**config.mk**
```make
export PLATFORM = sky130hd
export DESIGN_NAME = separator_aware_argument_tokenizer
export DESIGN_NICKNAME = d
export VERILOG_FILES = /design/src/hdl/sat_pkg.sv /design/src/hdl/separator_aware_argument_tokenizer.sv
export SDC_FILE = /design/constraint.sdc
export NUM_CORES = 1
export LEC_CHECK = 0
export BUFFER_PORTS_ARGS = -buffer_cell sky130_fd_sc_hd__buf_2
export CORE_MARGIN = 5
export CORE_UTILIZATION = 62
export CTS_CLUSTER_SIZE = 8
export DETAILED_ROUTE_END_ITERATION = 10
export PLACE_DENSITY_LB_ADDON = 0.1
export RECOVER_POWER = 25
export SLEW_MARGIN = 20
export SYNTH_ARGS = -nofsm -noshare
export SYNTH_HDL_FRONTEND = slang
export SYNTH_SLANG_ARGS = --single-unit
```
**constraint.sdc**
```tcl
create_clock -name clk -period 5 [get_ports clk]
set_input_delay 0.25 -clock clk [delete_from_list [all_inputs] [get_ports clk]]
set_output_delay 0.25 -clock clk [all_outputs]
set_load 0.005 [all_outputs]
```
**src/hdl/sat_pkg.sv**
```systemverilog
// ----------------------------------------------------------------------------
// sat_pkg
// Types and constants for the separator-aware argument tokenizer.
// ----------------------------------------------------------------------------
`default_nettype none

package sat_pkg;

  typedef enum logic [2:0] {
    MODE_WS     = 3'd0,
    MODE_TOKEN  = 3'd1,
    MODE_STRING = 3'd2,
    MODE_SEP    = 3'd3,
    MODE_ESC    = 3'd4
  } mode_t;

  typedef enum logic [1:0] {
    EV_NONE  = 2'd0,
    EV_HERE  = 2'd1,
    EV_NEXT  = 2'd2,
    EV_EMPTY = 2'd3
  } arg_event_t;

  localparam logic [7:0] CH_SPACE  = 8'h20;
  localparam logic [7:0] CH_TAB    = 8'h09;
  localparam logic [7:0] CH_QUOTE  = 8'h22;
  localparam logic [7:0] CH_BSLASH = 8'h5C;
  localparam logic [7:0] SEP_RESET = 8'h2C;

  typedef struct packed {
    logic [5:0] arg_count;
    logic       end_of_string;
    logic       arg_overflow;
    logic [4:0] arg_index;
    arg_event_t arg_event;
    logic [7:0] out_byte;
    logic [7:0] position;
  } res_t;

endpackage

`default_nettype wire

```
**src/hdl/separator_aware_argument_tokenizer.sv**
```systemverilog
// ----------------------------------------------------------------------------
// separator_aware_argument_tokenizer
// Splits a character stream into arguments, rewriting terminators to zero.
// ----------------------------------------------------------------------------
// One input beat per character, one result beat per character. A character's
// result leaves when the following character arrives (the separator check
// needs one character of look-ahead); the final character (tlast) releases
// any held character and itself, yielding two results when one is held. The
// input side takes a beat every cycle while the four-entry result queue has
// room for two more results, which holds whenever results are taken as fast
// as characters arrive: the sustained rate is one character per cycle, and
// each result is registered into the result queue before it leaves.
`default_nettype none

module separator_aware_argument_tokenizer #(
  parameter int MAX_ARGS = 32,
  parameter int MAX_LEN  = 256
) (
  input  wire logic        clk,
  input  wire logic        rst,
  input  wire logic        cfg_wr_en,
  input  wire logic [7:0]  cfg_wr_data,
  input  wire logic        s_axis_tvalid,
  output logic             s_axis_tready,
  input  wire logic [7:0]  s_axis_tdata,   // char_byte
  input  wire logic        s_axis_tlast,   // last_char
  output logic             m_axis_tvalid,
  input  wire logic        m_axis_tready,
  output logic [31:0]      m_axis_tdata,   // position, out_byte, arg_event,
                                           // arg_index, arg_overflow, arg_count
  output logic             m_axis_tlast    // end_of_string
);
  import sat_pkg::*;

  localparam int POS_W = $clog2(MAX_LEN);
  localparam int CNT_W = $clog2(MAX_ARGS + 1);
  localparam int QDEPTH = 4;

  typedef struct packed {
    mode_t             mode;
    mode_t             saved;
    logic              skip;
    logic [POS_W-1:0]  pos;
    logic [CNT_W-1:0]  cnt;
  } st_t;

  localparam st_t ST_CLEAR = '{mode: MODE_WS, saved: MODE_WS, skip: 1'b0,
                               pos: '0, cnt: '0};

  function automatic void classify(input st_t si, input logic [7:0] bi,
                                   input logic has_next, input logic [7:0] nxt,
                                   input logic eos, input logic [7:0] sep,
                                   output st_t so, output res_t r);
    st_t              s;
    logic [7:0]       b;
    arg_event_t       ev;
    arg_event_t       kind;
    logic             rec;
    logic             ovf;
    logic [4:0]       idx;
    logic [CNT_W+4:0] idx_x;
    logic [CNT_W+5:0] cnt_x;
    logic [POS_W+7:0] pos_x;
    s     = si;
    b     = bi;
    ev    = EV_NONE;
    kind  = EV_NONE;
    rec   = 1'b0;
    ovf   = 1'b0;
    idx   = '0;
    idx_x = '0;
    if (s.skip) begin
      s.skip = 1'b0;
    end else if (s.mode == MODE_ESC) begin
      s.mode = s.saved;
    end else if (s.mode == MODE_STRING) begin
      if (b == CH_QUOTE) begin
        b      = '0;
        s.mode = MODE_WS;
      end
    end else if (b == CH_SPACE || b == CH_TAB) begin
      b      = '0;
      s.mode = MODE_WS;
    end else if (b == CH_QUOTE) begin
      b      = '0;
      s.mode = MODE_STRING;
      rec    = 1'b1;
      kind   = EV_NEXT;
      s.skip = 1'b1;
    end else if (b == CH_BSLASH) begin
      s.saved = s.mode;
      s.mode  = MODE_ESC;
    end else if (b == sep) begin
      b      = '0;
      s.mode = MODE_SEP;
      rec    = 1'b1;
      if (has_next && nxt == sep) begin
        kind = EV_EMPTY;
      end else begin
        kind   = EV_NEXT;
        s.skip = 1'b1;
      end
    end else begin
      if (s.mode == MODE_WS) begin
        rec  = 1'b1;
        kind = EV_HERE;
      end
      s.mode = MODE_TOKEN;
    end
    if (rec) begin
      if (s.cnt < CNT_W'(MAX_ARGS)) begin
        ev    = kind;
        idx_x = {5'b0, s.cnt};
        idx   = idx_x[4:0];
        s.cnt = s.cnt + 1'b1;
      end else begin
        ovf = 1'b1;
      end
    end
    pos_x = {8'b0, s.pos};
    cnt_x = {6'b0, s.cnt};
    r.position      = pos_x[7:0];
    r.out_byte      = b;
    r.arg_event     = ev;
    r.arg_index     = idx;
    r.arg_overflow  = ovf;
    r.end_of_string = eos;
    r.arg_count     = cnt_x[5:0];
    s.pos = (s.pos == POS_W'(MAX_LEN - 1)) ? '0 : s.pos + 1'b1;
    so = s;
  endfunction

  logic [7:0] separator_char;
  st_t        st;
  st_t        st_next;
  logic       held_valid;
  logic       held_byte_unused;
  logic [7:0] held_byte;

  res_t       q [QDEPTH];
  res_t       q_next [QDEPTH];
  logic [2:0] qcnt;
  logic [2:0] qcnt_next;

  st_t        st_a;
  st_t        st_b;
  res_t       res_a;
  res_t       res_b;
  res_t       push0_res;
  logic       s_accept;
  logic       m_accept;
  logic [1:0] npush;
  logic [2:0] base;

  assign held_byte_unused = 1'b0;
  assign s_accept = s_axis_tvalid && s_axis_tready;
  assign m_accept = m_axis_tvalid && m_axis_tready;
  assign s_axis_tready = (qcnt <= 3'd2);
  assign m_axis_tvalid = (qcnt != 3'd0);
  assign m_axis_tdata  = {2'b00, q[0].arg_count, q[0].arg_overflow, q[0].arg_index,
                          q[0].arg_event, q[0].out_byte, q[0].position};
  assign m_axis_tlast  = q[0].end_of_string;

  always_comb begin
    st_a  = st;
    res_a = '0;
    st_b  = st;
    res_b = '0;
    if (held_valid) begin
      classify(st, held_byte, 1'b1, s_axis_tdata, 1'b0, separator_char, st_a, res_a);
    end
    classify(st_a, s_axis_tdata, 1'b0, 8'h00, 1'b1, separator_char, st_b, res_b);
    st_next = st;
    if (s_accept) begin
      st_next = s_axis_tlast ? ST_CLEAR : st_a;
    end
    push0_res = held_valid ? res_a : res_b;
    npush = 2'd0;
    if (s_accept) begin
      npush = 2'(held_valid) + 2'(s_axis_tlast);
    end
    base = qcnt - 3'(m_accept);
    for (int i = 0; i < QDEPTH; i++) begin
      if (m_accept && i < QDEPTH - 1) begin
        q_next[i] = q[(i + 1) % QDEPTH];
      end else begin
        q_next[i] = q[i];
      end
      if (npush != 2'd0 && 3'(i) == base) begin
        q_next[i] = push0_res;
      end
      if (npush == 2'd2 && 3'(i) == base + 3'd1) begin
        q_next[i] = res_b;
      end
    end
    qcnt_next = base + 3'(npush);
  end

  always_ff @(posedge clk) begin
    if (rst) begin
      separator_char <= SEP_RESET;
      st             <= ST_CLEAR;
      held_valid     <= 1'b0;
      qcnt           <= 3'd0;
    end else begin
      if (cfg_wr_en) begin
        separator_char <= cfg_wr_data;
      end
      st   <= st_next;
      qcnt <= qcnt_next;
      if (s_accept) begin
        held_valid <= !s_axis_tlast;
      end
    end
  end

  always_ff @(posedge clk) begin
    if (s_accept && !s_axis_tlast) begin
      held_byte <= s_axis_tdata | {7'b0, held_byte_unused};
    end
    for (int i = 0; i < QDEPTH; i++) begin
      q[i] <= q_next[i];
    end
  end

  a_qcnt_bound: assert property (@(posedge clk) disable iff (rst)
    qcnt <= 3'(QDEPTH))
    else $error("result queue overfilled");

  a_last_clears: assert property (@(posedge clk) disable iff (rst)
    s_accept && s_axis_tlast |=> !held_valid && st.cnt == '0 && st.pos == '0)
    else $error("string state not cleared after last character");

  a_cnt_bound: assert property (@(posedge clk) disable iff (rst)
    st.cnt <= CNT_W'(MAX_ARGS))
    else $error("argument count beyond table size");

  a_two_results: assert property (@(posedge clk) disable iff (rst)
    s_accept && s_axis_tlast && held_valid && !m_accept |=> qcnt == $past(qcnt) + 3'd2)
    else $error("last beat with held character did not queue two results");

endmodule

`default_nettype wire

```
After elaboration in Yosys (flattened, before gate mapping):

Memories as Yosys holds them, arrays and structs flattened.
Cells that the tools add are included.

* flip-flop bits (word level): 41
* bits in writable memories: 124
* bits of input ports: 22
* output and inout bits: 35
* word-level logic and storage cells: 170
* memories kept: 1

* add/subtract/negate cells: 7
* order comparisons: 3
* equal/unequal tests: 27
* mux-type cells: 100
* reductions and logical operators: 23

Memories
* q: words 4, width 31, read ports 4, clocked after memory_dff 0, wr ports 4, RTL line separator_aware_argument_tokenizer.sv:140 `res_t q [QDEPTH];`

Operator list (count)
* 31-bit 2-to-1 mux: 12
* 8-bit 2-to-1 mux: 17
* 21-bit 2-to-1 mux: 2
* 2-bit 2-to-1 mux: 20
* 8-bit by 6-bit equality test with 1-bit output, second input constant: 4
* 6-bit 2-to-1 mux: 5
* 1-bit 2-to-1 mux: 29
* 3-bit 2-to-1 mux: 8
* 5-bit 2-to-1 mux: 4
* 8-bit by 4-bit equality test with 1-bit output, second input constant: 2
* 8-bit by 7-bit equality test with 1-bit output, second input constant: 2
* 8-bit equality test: 2
* 6-bit by 1-bit adder with 6-bit output, second input constant: 2
* 2-bit by 3-bit equality test with 1-bit output, first input constant: 4
* 3-bit logical NOT: 4
* 6-bit < comparator, second input constant: 2
* 4-bit 2-to-1 mux: 3
* 1-bit logical AND: 11
* 2-bit != test, second input constant: 5
* 8-bit by 1-bit adder with 8-bit output, second input constant: 1
* 8-bit equality test, second input constant: 1
* 8-bit AND reduction: 1
* 1-bit by 3-bit equality test with 1-bit output, first input constant: 2
* 3-bit by 2-bit equality test with 1-bit output, second input constant: 2
* other kinds (11): 15

Longest topological paths before layout:

Gate-level depths: netlist of run 1.

* depth after elaboration: 26
* gate-level depth with buffers: 15

Worst setup path after synthesis of run 1:

Ideal clock, no wire load.

* kind: flip-flop to flip-flop
* start point: reg, netlist name qcnt[1]
* end point: mem q[0][0] (netlist bit), enable pin
* setup time: 543 ps
* arrival time: 3797 ps
* data required time: 4457 ps
* path slack: 660 ps
* stages on the path, launching flop included: 15
* path buffers: 4
* clock period less this slack: 4340 ps
* cell sequence: dfxtp_1 or3_1 nand2_1 inv_1 ha_1 ha_1 clkbuf_1 nor2_1 ha_1 nand4b_1 or3_1 clkbuf_1 clkbuf_1 buf_1 nand3_1

RTL lines (RTL line)
* end, declared: separator_aware_argument_tokenizer.sv:140

==> results.ini, run 1 <==
[timing]
worstMarginPinSlew_ns = 1.016
timing.clock.skew_ns = 0.006126
relSlewSlack_pct = 32.25
slew_violations = 0
period_minus_ws_final_ns = 4.171
setup_total_negative_slack_ns = 0
period_share_pct = 83.42
fmax_mhz = 239.8
rsz_0062_raised_after_global_routing = no
final-hold-violation-count = 0
finalSetupViolations = 0

[synthesis]
synth.lib_cells_used.distinct = 73
ys_seq_area_share_pct = 48.96
synth_xor_xnor_area_share_pct = 3.087
synth.area.mux_share_pct = 1.416
yosys.area_share.adder_pct = 1.684
yosys_warnings = 0
proportion_of_synthesized_flip_flops_having_asynchronous_set_or_reset_pct = 0
synth-main-ff-cell = edfxtp_1
postSynthAreaPerCell_um2 = 9.317
post_synth_inst_count = 1005
synth_enable_flop_cells = 128
synth_simple_gate_area_share_pct = 19.29
synth.ff_latch_count = 165
synth.cell_area_um2 = 9364
compound_cell_area_share_of_the_yosys_netlist_pct = 21.79
combinational_family_with_the_most_area_after_synthesis = compound AO/OA/AOI/OAI gates

[global_routing]
use_met1_pct = 45.01
number_of_global_route_vias_before_repair = 7109
grt_overflow_total = 0
grt_pass1_wl_um = 39560
grt_start_max_net_pins = 45
initial_antenna_violation_count = 0
grt_util_all_layers_pct = 28.25
grt_busiest_layer = met1
met3_usage_pct = 6.882
groute.layer.met2.usage_pct = 38.69

[floorplanning]
die_width_um = 132.9
rows = 45
pin_count = 57
design.die.area_um2 = 17660
start_util_pct = 62.29
fp.coreArea_um2 = 15030
floorplan_die_height_um = 132.9

[outcome]
run_status = completed

[worst_setup_path]
crit_buf_inv = 1
cp_data_arrival_time_ns = 4.36
critical_path_peak_fanout = 27
critical_path_slowest_stage_cell = or3_1
timing.critical_path.to_type = flop
crit_path_cell_trace = or3_1, nand2_1, inv_1, ha_1, ha_1, nor2_1, ha_1, nand4b_1, or3_1, o21ai_1, a22o_1
startpoint_type = flop
cpLargestDelayFamily = simple AND/OR/NAND/NOR gates
worst-endpoint-required_ns = 5.19
critical_path.max_stage_delay_ns = 0.75
critical_path.most_common_cell = ha_1
kind_of_critical_path = flop to flop

[layout]
final_net_count = 1060
drive_above_1_share_pct = 9.913
n_antenna_cell = 0
area_growth_syn_to_layout_pct = 9.767
layout.cells.non_filler = 1227
postLayoutCellArea_um2 = 10280

[routing]
drtIter0Drc = 1239
wl_um = 25000
post_drt_via_cell_ratio = 6.639
drt_first_pass_iters = 6
wl_per_cell_um = 20.38
ant_nets = 0
via_count = 8146
drc = 0

[placement]
placedCellCount = 1195
io_buffers = 54
dpl_cell_area_um2 = 9742
place.gp.congestion = 0.9614
hpwlAfterDp_um = 17810

[clocking]
clock-sinks = 165
post_cts_hold_buffer_count = 0
tritoncts = done
cts.repair_timing.setup_buffer_count = 0
clk_pin_slew_ns = 0.06
postCtsResizedCells = 0
clk_path_buf_depth = 2
number_of_clock_buffers_inserted_by_tritoncts = 17
clkLatencyLatePin_ns = 0.43
cts.htree.levels = 4
cts_root_buf = clkbuf_16

[power]
leakage_uw = 0.003804
fin_total_pwr_uw = 5364
power.density_nw_per_um2 = 521.9
max-vdd-ir-drop_mv = 0.3149

[flow_run]
drv.max_cap_violation_count = 0

[hold_path]
hold_path.class = input port to flop

[flip-flops by register name (all words and copies together), names as in the netlist]
name            count
held_byte           8
q                 124
qcnt                3
separator_char      8
st                 21
held_valid          1
[metal layers]
metal,vias to the layer above,wire length (µm)
met3,36,2979
met4,0,307
li1,3809,-
met1,3798,11440
met5,-,0
met2,503,10270
[cells in the mapped netlist (19+ instances only)]
cell type  count  area share, %
nand3_1       36            1.9
o21ai_0       58            3.1
a211oi_1      19            1.5
o22ai_1       27            1.8
clkbuf_1      66            2.6
a21oi_1       78            4.2
nor2_1       125            5.0
dfxtp_1       37            7.9
nand2_1      112            4.5
xnor2_1       22            2.1
edfxtp_1     128             41
a31oi_1       22            1.5
[through the flow]
| step | worst slack, ns | hold slack (ns) | utilization (%) |
|---|---|---|---|
| 2_1_floorplan | 0.6602 | 0.3489 | - |
| 3_5_place_dp | 0.9486 | 0.4633 | 64.80 |
| 5_1_grt | 0.6624 | 0.03415 | 68.37 |
| 4_1_cts | 0.9158 | 0.01835 | 68.63 |
| 3_3_place_gp | 1.109 | 0.4548 | 64.80 |
| 6_report | 0.8292 | 0.02012 | 68.37 |
[cells by family after synthesis]
kind of cell,after synthesis
compound gates,313
xor+xnor,33
fa+ha+maj,12
buf+inv,89
flops,165
mux,13
other cells,1
simple gates,379
[final cells by class]
type,count,area (µm²)
tap,188,235.2
timing repair buffer,76,402.9
clock buffer,20,446.7
fill,1214,4755
inverter,14,52.55
sequential,165,4584
clock inverter,12,128.9
multi-input combinational,752,4428
[worst paths after layout]
check / endpoint / startpoint / slack [ns] / depth (start not counted)
max reg2reg: q[0][9] / qcnt[1] / 0.83 / 11
max: q[0][9] / qcnt[1] / 0.83 / 11
min reg2reg: st[15] / st[15] / 0.50 / 2
min: separator_char[3] / cfg_wr_data[3] / 0.02 / 2
[cells in the final DEF, fill, tap and decap left out, types with 5 or more instances in the layout]
| cell | instances |
|---|---|
| edfxtp_1 | 128 |
| nor2_1 | 125 |
| nand2_1 | 112 |
| a21oi_1 | 78 |
| o21ai_0 | 58 |
| dfxtp_1 | 37 |
| nand3_1 | 36 |
| buf_2 | 34 |
| o22ai_1 | 27 |
| clkbuf_1 | 24 |
| a31oi_1 | 23 |
| xnor2_1 | 22 |
| buf_4 | 20 |
| a211oi_1 | 19 |
| a22oi_1 | 18 |
| nor3_1 | 17 |
| clkbuf_16 | 17 |
| inv_1 | 14 |
| and3_1 | 13 |
| a22o_1 | 12 |
| xor2_1 | 11 |
| mux2i_1 | 11 |
| a221oi_1 | 11 |
| ha_1 | 11 |
| nand4_1 | 9 |
| nor2b_1 | 8 |
| nand2b_1 | 8 |
| o2bb2ai_1 | 8 |
| a21o_1 | 8 |
| or2_2 | 7 |
| and2_1 | 6 |
| or3_1 | 6 |
| nor4_1 | 6 |
| a211o_1 | 5 |
| o211ai_1 | 5 |
| o221ai_1 | 5 |
| o31ai_1 | 5 |
[power breakdown]
group / switching, µW / total [µW] / internal, µW
logic: 1200 / 1830 / 628
clock network: 541 / 1290 / 748
registers: 127 / 2250 / 2120
total: 1870 / 5360 / 3500
(Power assumes the default switching activity.)
==> run 2: changes to the inputs <==
clock period = 3.9 ns   (was 5 ns; I/O delays follow)
==> results.ini, run 2 (synthesized netlist as in run 1, its figures left out) <==
[placement]
io_buffers = 54
place.gp.congestion = 0.9464
post_place_worst_slack_ns = 0.1637
hpwlAfterDp_um = 18660

[worst_setup_path]
timing.critical_path.to_type = flop
cp_data_arrival_time_ns = 3.85
critical_path.max_stage_delay_ns = 0.62
critical_path.most_common_cell = mux2_2
critical_path_peak_fanout = 6
critical_path_depth = 9
crit_buf_inv = 0
r2r.worst_path.cells = 9
crit_path_cell_trace = or4_1, nor2_1, a211o_1, nor2b_2, mux2_2, ha_1, mux2_2, a21oi_1, o221ai_1
critical_path_slowest_stage_cell = or4_1
cpLargestDelayFamily = simple AND/OR/NAND/NOR gates
worst-endpoint-required_ns = 4.06
startpoint_type = flop
kind_of_critical_path = flop to flop

[clocking]
clk_path_buf_depth = 2
clock-sinks = 165
tritoncts = done
cts.htree.levels = 4
clk_pin_slew_ns = 0.07
number_of_clock_buffers_inserted_by_tritoncts = 17
clkLatencyLatePin_ns = 0.43
cts_root_buf = clkbuf_16

[timing]
period_minus_ws_final_ns = 3.692
fmax_mhz = 270.9
setup_total_negative_slack_ns = 0
timing.hold.ws_ns = 0.005921
final-hold-violation-count = 0
period_share_pct = 94.66
timing.clock.skew_ns = 0.01038
finalSetupViolations = 0
rsz_0062_raised_after_global_routing = no
worstMarginPinSlew_ns = 1.178
finalWorstSetupSlack_ns = 0.2081
slew_violations = 0
relSlewSlack_pct = 21.44

[power]
max-vdd-ir-drop_mv = 0.5335
total_switching_power_uw = 2452
share_seq_of_total_power_pct = 40.4
leakage_uw = 0.003964
comb_power_share_pct = 34.4
power.density_nw_per_um2 = 672.5
power.switching_fraction_pct = 34.40
clockPowerShare_pct = 25.2
cell_internal_pwr_uw = 4677

[global_routing]
grt_start_max_net_pins = 45
grt_util_all_layers_pct = 29.36
number_of_global_route_vias_before_repair = 7486
initial_antenna_violation_count = 0
grt_overflow_total = 0
grt_pass1_wl_um = 40990

[floorplanning]
design.die.area_um2 = 17660
pin_count = 57
floorplan_die_height_um = 132.9
rows = 45
start_util_pct = 62.29
fp.coreArea_um2 = 15030
die_width_um = 132.9

[outcome]
run_status = completed

[layout]
drive_above_1_share_pct = 12.08
layout_common_cells = 128 x edfxtp_1, 125 x nor2_1, 111 x nand2_1
max_flop_register = q
n_antenna_cell = 0
area_growth_syn_to_layout_pct = 13.20
multiInputGateArea_um2 = 4451
fillers = 1191
largest_register_ff_count = 124
reg.largest.list = q: 124 flops, st: 21 flops
combined_flip_flop_and_latch_cell_area_um2 = 4584
final_net_count = 1089
final_common_cell = edfxtp_1

[routing]
post_drt_via_cell_ratio = 6.592
drt_first_pass_iters = 6
wl_per_cell_um = 20.79
wl_um = 26120
drtIter0Drc = 1151
drc = 0
via_count = 8279
ant_nets = 0

[hold_path]
hold_path_depth = 3
hold_path.class = input port to flop

[flow_run]
drv.max_cap_violation_count = 0

==> run 2: cell types whose count changed in the layout (fill, tap and decap cells not counted), sizes merged <==
cell	before	now
bufinv	2	4
clkinv	6	2
clkinvlp	2	3
inv	16	18
dlygate4sd3	0	7
clkbuf	42	43
buf	54	74
==> run 2: worst min-delay path, cell delays in order <==
cell	delay [ns]
buf_2	0.08
mux2i_1	0.06
nor2_1	0.07
==> run 2: timing repair <==
action | 4_1_cts | 5_1_grt
hold endpoints to repair | 7 | 0
setup buffers | 0 | 0
endpoints found under the setup margin | 0 | 14
hold buffers | 7 | 0
gates resized for setup | 0 | 2
==> run 2: power groups by stage <==
stage / combinational, µW / sequential [µW] / clock [µW]
finish: 2450 / 2880 / 1800
global route: 2710 / 2920 / 1890
CTS: 2440 / 2880 / 1810
detailed placement: 2410 / 2910 / 0
global placement: 2370 / 2890 / 0
floorplan: 1580 / 2920 / 0
==> run 2: final cells by class <==
class / instances / share of cell area [%]
tap: 188 / 2.219
clock buffer: 19 / 4.084
multi-input combinational: 752 / 41.99
sequential: 165 / 43.25
inverter: 14 / 0.4957
timing repair buffer: 105 / 6.114
clock inverter: 13 / 1.853
==> run 2: path summary, 6_finish.rpt <==
| check | start | endpoint | slack [ns] |
|---|---|---|---|
| setup / recovery | held_byte[2] | q[0][25] | 0.21 |
| setup reg to reg | held_byte[2] | q[0][25] | 0.21 |
| hold / removal | cfg_wr_data[6] | separator_char[6] | 0.006 |
| hold reg to reg | st[17] | st[17] | 0.50 |
==> run 2: per-stage QoR <==
stage | utilization, % | power, µW | instance area (µm²) | instances
final | 70.51 | 7129 | 10600 | 1256
after global routing | 70.51 | 7524 | 10600 | 1256
after CTS | 70.69 | 7132 | 10630 | 1256
after detailed placement | 66.03 | 5328 | 9927 | 1217
after global placement | 66.03 | 5258 | 9927 | 1217
after floorplan | - | 4497 | 9375 | 1006
==> run 2: routing by layer <==
metal  part of all wire, %  vias to the layer above  routed length [µm]  global-route usage, %
li1                      -                     3873                   -                      -
met1                    44                     3861               11410                  44.14
met2                    43                      487               11180                  42.30
met3                    11                       58                2996                  8.099
met4                   2.1                        0                 539                  6.928
met5                     0                        -                   0                      0
